File: config.mk
export PLATFORM = sky130hd
export DESIGN_NAME = timestamp_delta_histogram
export DESIGN_NICKNAME = d
export VERILOG_FILES = /design/src/tdh_pkg.sv /design/src/timestamp_delta_histogram.sv
export VERILOG_INCLUDE_DIRS = /design/src /design/src/src
export SDC_FILE = /design/constraint.sdc
export NUM_CORES = 1
export LEC_CHECK = 0
export BUFFER_PORTS_ARGS = -buffer_cell sky130_fd_sc_hd__buf_4
export CORE_AREA = 2 2 304 306
export DETAILED_ROUTE_END_ITERATION = 10
export DIE_AREA = 0 0 306 308
export PLACE_DENSITY = 0.64
export SYNTH_ARGS = -nofsm -noshare
export SYNTH_HDL_FRONTEND = slang
export SYNTH_SLANG_ARGS = --single-unit
File: constraint.sdc
create_clock -name clk -period 11.2 [get_ports clk]
set_input_delay 1.12 -clock clk [delete_from_list [all_inputs] [get_ports clk]]
set_output_delay 1.12 -clock clk [all_outputs]
set_load 0.02 [all_outputs]
File: src/timestamp_delta_histogram_macros.svh
// ============================================================================
// Assertion macros for timestamp_delta_histogram
// Immediate-implication and next-cycle assertion helpers, empty in synthesis.
// ============================================================================
`ifndef TIMESTAMP_DELTA_HISTOGRAM_MACROS_SVH
`define TIMESTAMP_DELTA_HISTOGRAM_MACROS_SVH

`ifndef SYNTHESIS
// same-cycle implication, disabled during reset
`define TDH_ASSERT_NOW(lbl, ante, cons, msg) \
    lbl: assert property (@(posedge clk) disable iff (!rst_n) (ante) |-> (cons)) \
        else $error(msg);
// next-cycle implication, disabled during reset
`define TDH_ASSERT_NEXT(lbl, ante, cons, msg) \
    lbl: assert property (@(posedge clk) disable iff (!rst_n) (ante) |=> (cons)) \
        else $error(msg);
`else
`define TDH_ASSERT_NOW(lbl, ante, cons, msg)
`define TDH_ASSERT_NEXT(lbl, ante, cons, msg)
`endif

`endif

File: src/tdh_pkg.sv
// ============================================================================
// tdh_pkg
// Shared constants and helpers for the timestamp delta histogram.
// ============================================================================
package tdh_pkg;

    // default histogram geometry
    localparam int DEF_BIN_WIDTH = 128;
    localparam int DEF_NUM_BINS  = 16;

    // start values of the running extremes
    localparam logic [31:0] MIN_START = 32'h7fff_ffff;
    localparam logic [31:0] MAX_START = 32'h8000_0001;

    // counter value at which a bin stops counting
    localparam logic [31:0] CNT_FULL = 32'hffff_ffff;

    // saturating increment of a bin counter
    function automatic logic [31:0] sat_inc(input logic [31:0] value);
        logic [31:0] result;
        if (value == CNT_FULL)
        begin
            result = value;
        end
        else
        begin
            result = value + 32'd1;
        end
        return result;
    endfunction

endpackage

File: src/timestamp_delta_histogram.sv
// ============================================================================
// timestamp_delta_histogram
// Per-packet timestamp delta, running min/max and saturating delta histogram.
// ============================================================================
// One media timestamp is taken per transfer and one result comes out per
// transfer, in order. The block accepts a new timestamp every cycle while the
// result channel does not stall; each goes through the input stage, subtract,
// reciprocal multiply, divide correction with the counter read, and counter
// update into the output register. The rate is set by the bin counter
// memory, which is read once and written once per cycle, with forwarding
// between neighboring items. Bin counters are cleared at reset by per-bin
// valid bits, so there is no clearing pass. The first timestamp after reset
// gives a result with delta_valid low and zero delta, bin and count.
// ============================================================================
`include "timestamp_delta_histogram_macros.svh"

module timestamp_delta_histogram
    import tdh_pkg::*;
#(
    parameter int BIN_WIDTH = DEF_BIN_WIDTH,
    parameter int NUM_BINS  = DEF_NUM_BINS
)
(
    input  logic               clk,
    input  logic               rst_n,
    // input channel
    input  logic               in_valid,
    output logic               in_ready,
    input  logic [31:0]        media_timestamp,
    // result channel
    output logic               out_valid,
    input  logic               out_ready,
    output logic               delta_valid,
    output logic signed [31:0] delta,
    output logic [7:0]         bin_index,
    output logic [31:0]        bin_count,
    output logic signed [31:0] delta_min,
    output logic signed [31:0] delta_max
);

    // ------------------------------------------------------------------
    // derived geometry
    // ------------------------------------------------------------------
    localparam int BIN_W     = $clog2(NUM_BINS);
    // deltas at or above this land in the last bin
    localparam int CAP_LIMIT = (NUM_BINS - 2) * BIN_WIDTH;
    localparam int DN_W      = (CAP_LIMIT > 1) ? $clog2(CAP_LIMIT) : 1;
    localparam int RECIP_W   = DN_W + 1;
    localparam int PROD_W    = DN_W + RECIP_W + BIN_W;
    // floor(2^DN_W / BIN_WIDTH): quotient estimate is low by at most one
    localparam logic [RECIP_W-1:0] RECIP =
        RECIP_W'((longint'(1) << DN_W) / BIN_WIDTH);
    localparam logic [DN_W:0]      BW_C      = (DN_W + 1)'(BIN_WIDTH);
    localparam logic [31:0]        CAP_C     = 32'(CAP_LIMIT);
    localparam logic [BIN_W-1:0]   LAST_BIN  = BIN_W'(NUM_BINS - 1);

    // ------------------------------------------------------------------
    // pipeline registers
    // ------------------------------------------------------------------
    logic              a_v_reg, b_v_reg, c_v_reg, d_v_reg, o_v_reg;
    logic              a_v_next, b_v_next, c_v_next, d_v_next, o_v_next;

    logic [31:0]       last_ts_reg;
    logic              have_prev_reg;
    logic [31:0]       run_min_reg, run_min_next;
    logic [31:0]       run_max_reg, run_max_next;

    logic [31:0]       a_ts_reg, a_prev_reg;
    logic              a_first_reg;

    logic [31:0]       b_delta_reg;
    logic              b_first_reg;

    logic [31:0]       c_delta_reg, c_min_reg, c_max_reg;
    logic              c_first_reg, c_neg_reg, c_cap_reg;
    logic [DN_W-1:0]   c_dn_reg;
    logic [BIN_W-1:0]  c_qest_reg;

    logic [31:0]       d_delta_reg, d_min_reg, d_max_reg;
    logic              d_first_reg;
    logic [BIN_W-1:0]  d_bin_reg;
    logic              d_rdvld_reg, d_fwd_reg;
    logic [31:0]       d_fwd_cnt_reg;
    logic [31:0]       rd_data_reg;

    logic              o_dvalid_reg;
    logic [31:0]       o_delta_reg, o_count_reg, o_min_reg, o_max_reg;
    logic [7:0]        o_bin_reg;

    // bin counter memory and its per-bin valid bits
    logic [31:0]       cnt_mem [NUM_BINS];
    logic [NUM_BINS-1:0] mem_vld_reg, mem_vld_next;

    // ------------------------------------------------------------------
    // stage flow control
    // ------------------------------------------------------------------
    logic o_free, d_free, c_free, b_free, a_free;
    logic d_adv, c_adv, b_adv, a_adv, in_xfer;

    assign o_free  = !o_v_reg || out_ready;
    assign d_adv   = d_v_reg && o_free;
    assign d_free  = !d_v_reg || o_free;
    assign c_adv   = c_v_reg && d_free;
    assign c_free  = !c_v_reg || d_free;
    assign b_adv   = b_v_reg && c_free;
    assign b_free  = !b_v_reg || c_free;
    assign a_adv   = a_v_reg && b_free;
    assign a_free  = !a_v_reg || b_free;
    assign in_ready = a_free;
    assign in_xfer  = in_valid && a_free;

    always_comb
    begin
        a_v_next = in_xfer ? 1'b1 : (a_adv ? 1'b0 : a_v_reg);
        b_v_next = a_adv   ? 1'b1 : (b_adv ? 1'b0 : b_v_reg);
        c_v_next = b_adv   ? 1'b1 : (c_adv ? 1'b0 : c_v_reg);
        d_v_next = c_adv   ? 1'b1 : (d_adv ? 1'b0 : d_v_reg);
        o_v_next = d_adv   ? 1'b1 : ((o_v_reg && out_ready) ? 1'b0 : o_v_reg);
    end

    // ------------------------------------------------------------------
    // running min / max, updated as an item leaves stage B
    // ------------------------------------------------------------------
    always_comb
    begin
        run_min_next = run_min_reg;
        run_max_next = run_max_reg;
        if (!b_first_reg)
        begin
            if ($signed(b_delta_reg) < $signed(run_min_reg))
            begin
                run_min_next = b_delta_reg;
            end
            if ($signed(b_delta_reg) > $signed(run_max_reg))
            begin
                run_max_next = b_delta_reg;
            end
        end
    end

    // quotient estimate: delta times reciprocal
    logic [PROD_W-1:0] qprod;
    logic [BIN_W-1:0]  b_qest;
    assign qprod  = PROD_W'(b_delta_reg[DN_W-1:0]) * PROD_W'(RECIP);
    assign b_qest = qprod[DN_W +: BIN_W];

    // quotient correction and final bin
    logic [DN_W:0]    qmul;
    logic [DN_W:0]    qrem;
    logic [BIN_W-1:0] c_quot;
    logic [BIN_W-1:0] c_bin;
    assign qmul   = (DN_W + 1)'(c_qest_reg) * BW_C;
    assign qrem   = {1'b0, c_dn_reg} - qmul;
    assign c_quot = c_qest_reg + BIN_W'(qrem >= BW_C);

    always_comb
    begin
        if (c_neg_reg)
        begin
            c_bin = '0;
        end
        else if (c_cap_reg)
        begin
            c_bin = LAST_BIN;
        end
        else
        begin
            c_bin = c_quot + BIN_W'(1);
        end
    end

    // counter read-modify-write with forwarding from the item ahead
    logic [31:0] d_cnt_old;
    logic [31:0] cnt_new;
    logic        mem_we;
    logic        fwd_hit;
    assign d_cnt_old = d_fwd_reg ? d_fwd_cnt_reg : (d_rdvld_reg ? rd_data_reg : 32'd0);
    assign cnt_new   = sat_inc(d_cnt_old);
    assign mem_we    = d_adv && !d_first_reg;
    assign fwd_hit   = mem_we && (c_bin == d_bin_reg);

    always_comb
    begin
        mem_vld_next = mem_vld_reg;
        if (mem_we)
        begin
            mem_vld_next[d_bin_reg] = 1'b1;
        end
    end

    // ------------------------------------------------------------------
    // control state
    // ------------------------------------------------------------------
    always_ff @(posedge clk or negedge rst_n)
    begin
        if (!rst_n)
        begin
            a_v_reg       <= 1'b0;
            b_v_reg       <= 1'b0;
            c_v_reg       <= 1'b0;
            d_v_reg       <= 1'b0;
            o_v_reg       <= 1'b0;
            last_ts_reg   <= '0;
            have_prev_reg <= 1'b0;
            run_min_reg   <= MIN_START;
            run_max_reg   <= MAX_START;
            mem_vld_reg   <= '0;
        end
        else
        begin
            a_v_reg     <= a_v_next;
            b_v_reg     <= b_v_next;
            c_v_reg     <= c_v_next;
            d_v_reg     <= d_v_next;
            o_v_reg     <= o_v_next;
            mem_vld_reg <= mem_vld_next;
            if (in_xfer)
            begin
                last_ts_reg   <= media_timestamp;
                have_prev_reg <= 1'b1;
            end
            if (b_adv)
            begin
                run_min_reg <= run_min_next;
                run_max_reg <= run_max_next;
            end
        end
    end

    // ------------------------------------------------------------------
    // payload stages
    // ------------------------------------------------------------------
    always_ff @(posedge clk)
    begin
        if (in_xfer)
        begin
            a_ts_reg    <= media_timestamp;
            a_prev_reg  <= last_ts_reg;
            a_first_reg <= !have_prev_reg;
        end
        if (a_adv)
        begin
            b_delta_reg <= a_ts_reg - a_prev_reg;
            b_first_reg <= a_first_reg;
        end
        if (b_adv)
        begin
            c_delta_reg <= b_delta_reg;
            c_first_reg <= b_first_reg;
            c_min_reg   <= run_min_next;
            c_max_reg   <= run_max_next;
            c_neg_reg   <= b_delta_reg[31];
            c_cap_reg   <= b_delta_reg >= CAP_C;
            c_dn_reg    <= b_delta_reg[DN_W-1:0];
            c_qest_reg  <= b_qest;
        end
        if (c_adv)
        begin
            d_delta_reg   <= c_delta_reg;
            d_first_reg   <= c_first_reg;
            d_min_reg     <= c_min_reg;
            d_max_reg     <= c_max_reg;
            d_bin_reg     <= c_bin;
            d_rdvld_reg   <= mem_vld_reg[c_bin];
            d_fwd_reg     <= fwd_hit;
            d_fwd_cnt_reg <= cnt_new;
        end
        if (d_adv)
        begin
            o_dvalid_reg <= !d_first_reg;
            o_delta_reg  <= d_first_reg ? 32'd0 : d_delta_reg;
            o_bin_reg    <= d_first_reg ? 8'd0 : 8'(d_bin_reg);
            o_count_reg  <= d_first_reg ? 32'd0 : cnt_new;
            o_min_reg    <= d_min_reg;
            o_max_reg    <= d_max_reg;
        end
    end

    // counter memory: one write, one registered read per cycle
    always_ff @(posedge clk)
    begin
        if (mem_we)
        begin
            cnt_mem[d_bin_reg] <= cnt_new;
        end
        if (c_adv)
        begin
            rd_data_reg <= cnt_mem[c_bin];
        end
    end

    // ------------------------------------------------------------------
    // outputs
    // ------------------------------------------------------------------
    assign out_valid   = o_v_reg;
    assign delta_valid = o_dvalid_reg;
    assign delta       = $signed(o_delta_reg);
    assign bin_index   = o_bin_reg;
    assign bin_count   = o_count_reg;
    assign delta_min   = $signed(o_min_reg);
    assign delta_max   = $signed(o_max_reg);

    // ------------------------------------------------------------------
    // assertions
    // ------------------------------------------------------------------
    // a result transfer that carries a binned delta
    logic res_binned;
    assign res_binned = out_valid && delta_valid;

    `TDH_ASSERT_NOW(a_min_le_delta, res_binned, delta_min <= delta, "delta_min above delta")
    `TDH_ASSERT_NOW(a_neg_bin_zero, res_binned && delta[31], bin_index == 8'd0, "bin not 0")
    `TDH_ASSERT_NOW(a_count_nonzero, res_binned, bin_count != 32'd0, "zero count")
    `TDH_ASSERT_NEXT(a_bin_marked, mem_we, mem_vld_reg[$past(d_bin_reg)], "bin not marked")

endmodule

==> out/qor.yml <==
path_class: "flip-flop to flip-flop"
top_register: "cnt_mem"
critPathLaunchType: "flip-flop"
antenna_found_initial: 0
layout-drive-gt1-share_pct: 20.8
hold_violations: 0
fillCellCount: 6948
avgSynthCellArea_um2: 16.3
worst_ep_arrival_time_ns: 5.55
ios: 175
synth_edf_count: 1008
avgRoutedWirePerCell_um: 23.0
period_minus_slack_ns: 5.24
setup.worst_path.start: "d_rdvld_reg$_DFFE_PP_"
finClkSkew_ns: 0.0297
cts_tree: "built"
rr_startpoint: "d_rdvld_reg$_DFFE_PP_"
clock_latency_ns: 0.68
syn_inst: 2758
ys_warn_count: 0
ctsHoldBuffers: 0
htree_levels: 3
grt_overflow_total: 0
hp-class: "input pin to asynchronous set/reset pin"
dp_hpwl_um: 55300
grt_max_degree: 167
dieArea_mm2: 0.0942
finalSetupViolCount: 0
cts-root-buf: "clkbuf_16"
ys_types: 76
drc_errors: 0
grt_pass1_vias: 25000
r2r_slack_ns: 5.96
place_ws_ns: 6.02
min_period_over_period_pct: 46.8
worst_ep_required_time_ns: 11.51
postCtsResizedCells: 0
rsz0062_at_grt: "false"
via_per_inst: 5.82
final_common_cell: "edfxtp_1"
tightest_slew_ns: 1.27
ys_async_sr_fraction_pct: 10.5
first_pass_iters: 6
clock-sinks: 1126
endpoint: "cnt_mem[7][16]$_DFFE_PP_"
drv_cap: 0
worstReg2RegEnd: "cnt_mem[7][16]$_DFFE_PP_"
initial_core_util_pct: 49.5
totalWireLength_um: 97600
fin_ws_ns: 5.96
grt_use_total_pct: 20.6
maxSlewViolCount: 0
syn2layout_area_growth_pct: 14.2
peakVddDrop_mv: 0.151
grt_pass1_wl_um: 148000
die_h_um: 308
n_antenna_cell: 0
mostFrequentLayoutCells: "edfxtp_1, buf_4, mux2_2, o221ai_1, mux2i_1"
post_cts_buffers: 0
fp.dieW_um: 306
final_nets: 3091
ys_seq_area_share_pct: 73.9
clockBufferDepth: 3
ff2ff_path_depth: 10
cts-buffers-inserted: 112
p_leak_nw: 18.4
ys_ff_latch: 1126
relSlewSlack_pct: 14.4
rows: 111
synth_ff_type: "edfxtp_1"
portBuffers: 170
routabilityCongestion: 0.843
p_total_mw: 12.2
power_density_mw_per_mm2: 237
dr.first_iter.drc_count: 2118
max_freq_mhz: 191
clk_pin_slew_ns: 0.06
setup_tns_ns: 0
outcome: "complete, no violations"
drtAntennaViolNets: 0
netlist_area_mm2: 0.0450
cp-end-kind: "flip-flop"
num_vias: 24700
cp_max_fo: 28
largest_reg_flops: 512
core-area_mm2: 0.0910
## worst min-delay path by stage
stage                     slack (ns)               startpoint                     endpoint
final                           0.27                    rst_n  last_ts_reg[19]$_DFFE_PN0P_
after global routing            0.25                    rst_n  last_ts_reg[28]$_DFFE_PN0P_
after CTS                       0.23                    rst_n  last_ts_reg[28]$_DFFE_PN0P_
after detailed placement        0.40   c_max_reg[2]$_DFFE_PP_       d_max_reg[2]$_DFFE_PP_
after global placement          0.40  c_min_reg[17]$_DFFE_PP_      d_min_reg[17]$_DFFE_PP_
after floorplan                 0.40    a_first_reg$_DFFE_PP_        b_first_reg$_DFFE_PP_
## power breakdown
group	total [mW]	switching [mW]	leakage [nW]	internal, mW
sequential	6.07	0.374	10.9	5.70
clock	3.68	1.53	1.77	2.15
combinational	2.41	1.43	5.72	0.978
total	12.2	3.34	18.4	8.82
## stage by stage
stage               instances  util (%)  instance area (um2)  hold slack, ns
floorplan                2761         -                45000           0.400
global placement         4028      52.5                47800           0.402
detailed placement       4028      52.5                47800           0.405
CTS                      4237      56.5                51400           0.230
global route             4239      56.5                51400           0.252
finish                   4239      56.5                51400           0.274
## cell type report
| type | count | area [um2] | share of cell area (%) |
|---|---|---|---|
| repair buffers | 221 | 1670 | 3.25 |
| clock inverters | 48 | 428 | 0.832 |
| flip-flops and latches | 1126 | 33300 | 64.7 |
| well taps | 1186 | 1480 | 2.89 |
| clock buffers | 161 | 3210 | 6.25 |
| multi-input cells | 1383 | 10900 | 21.3 |
| inverters | 114 | 437 | 0.849 |
## Yosys cell counts (4+ instances only)
library cell | number | share of area (%)
clkbuf_1 | 105 | 0.88
edfxtp_1 | 1008 | 67
nor2b_1 | 48 | 0.67
nor2_1 | 55 | 0.46
buf_2 | 7 | 0.078
nor4_1 | 5 | 0.069
ha_1 | 96 | 2.7
o221ai_1 | 134 | 2.6
nand4b_1 | 6 | 0.12
or2_2 | 20 | 0.28
nand2_1 | 117 | 0.98
a21oi_1 | 77 | 0.86
buf_4 | 6 | 0.10
nand2b_1 | 16 | 0.22
nand3_1 | 27 | 0.30
or3_1 | 5 | 0.069
nor3b_1 | 5 | 0.083
buf_1 | 14 | 0.12
o211ai_1 | 70 | 1.2
a21o_1 | 28 | 0.47
buf_6 | 4 | 0.10
xnor2_1 | 43 | 0.84
o31ai_1 | 4 | 0.067
a31oi_1 | 35 | 0.49
and2_1 | 45 | 0.63
o21a_1 | 9 | 0.15
nand3b_1 | 7 | 0.12
inv_1 | 114 | 0.95
a22oi_1 | 13 | 0.22
and3_1 | 12 | 0.17
mux2_2 | 160 | 4.0
o21ai_0 | 90 | 1.0
nand4_1 | 17 | 0.24
xor2_1 | 19 | 0.37
nor3_1 | 15 | 0.17
a21boi_0 | 4 | 0.067
mux2i_1 | 133 | 3.0
o31a_1 | 4 | 0.078
a211oi_1 | 8 | 0.13
dfstp_2 | 33 | 1.9
dfrtp_1 | 85 | 4.7
## cell families after synthesis
kind of cell    count (synthesis)  synth area share [%]
xor+xnor                       62                  1.21
compound gates                507                  7.92
buf+inv                       252                  2.28
mux                           294                  6.99
flops                        1126                  73.9
simple gates                  419                  4.99
other cells                     1               0.00833
fa+ha+maj                      97                  2.71
## routing by layer
| metal | part of all wire, % | GRT usage (%) | routed length [um] |
|---|---|---|---|
| met5 | 0 | 0 | 0 |
| met4 | 2.6 | 6.56 | 2540 |
| met3 | 6.2 | 3.28 | 6090 |
| met2 | 49 | 34.7 | 48300 |
| met1 | 42 | 27.6 | 40700 |
## critical path, cell delays in order, from the launching register on
cell	delay [ns]
edfxtp_1	1.04
nand2_1	0.21
o21ai_0	0.28
ha_1	0.21
inv_1	0.06
a221o_1	0.40
or2_2	0.36
nor4_4	0.86
nor3_1	0.25
and3_1	0.27
xor2_1	0.90
(Power assumes the default switching activity.)
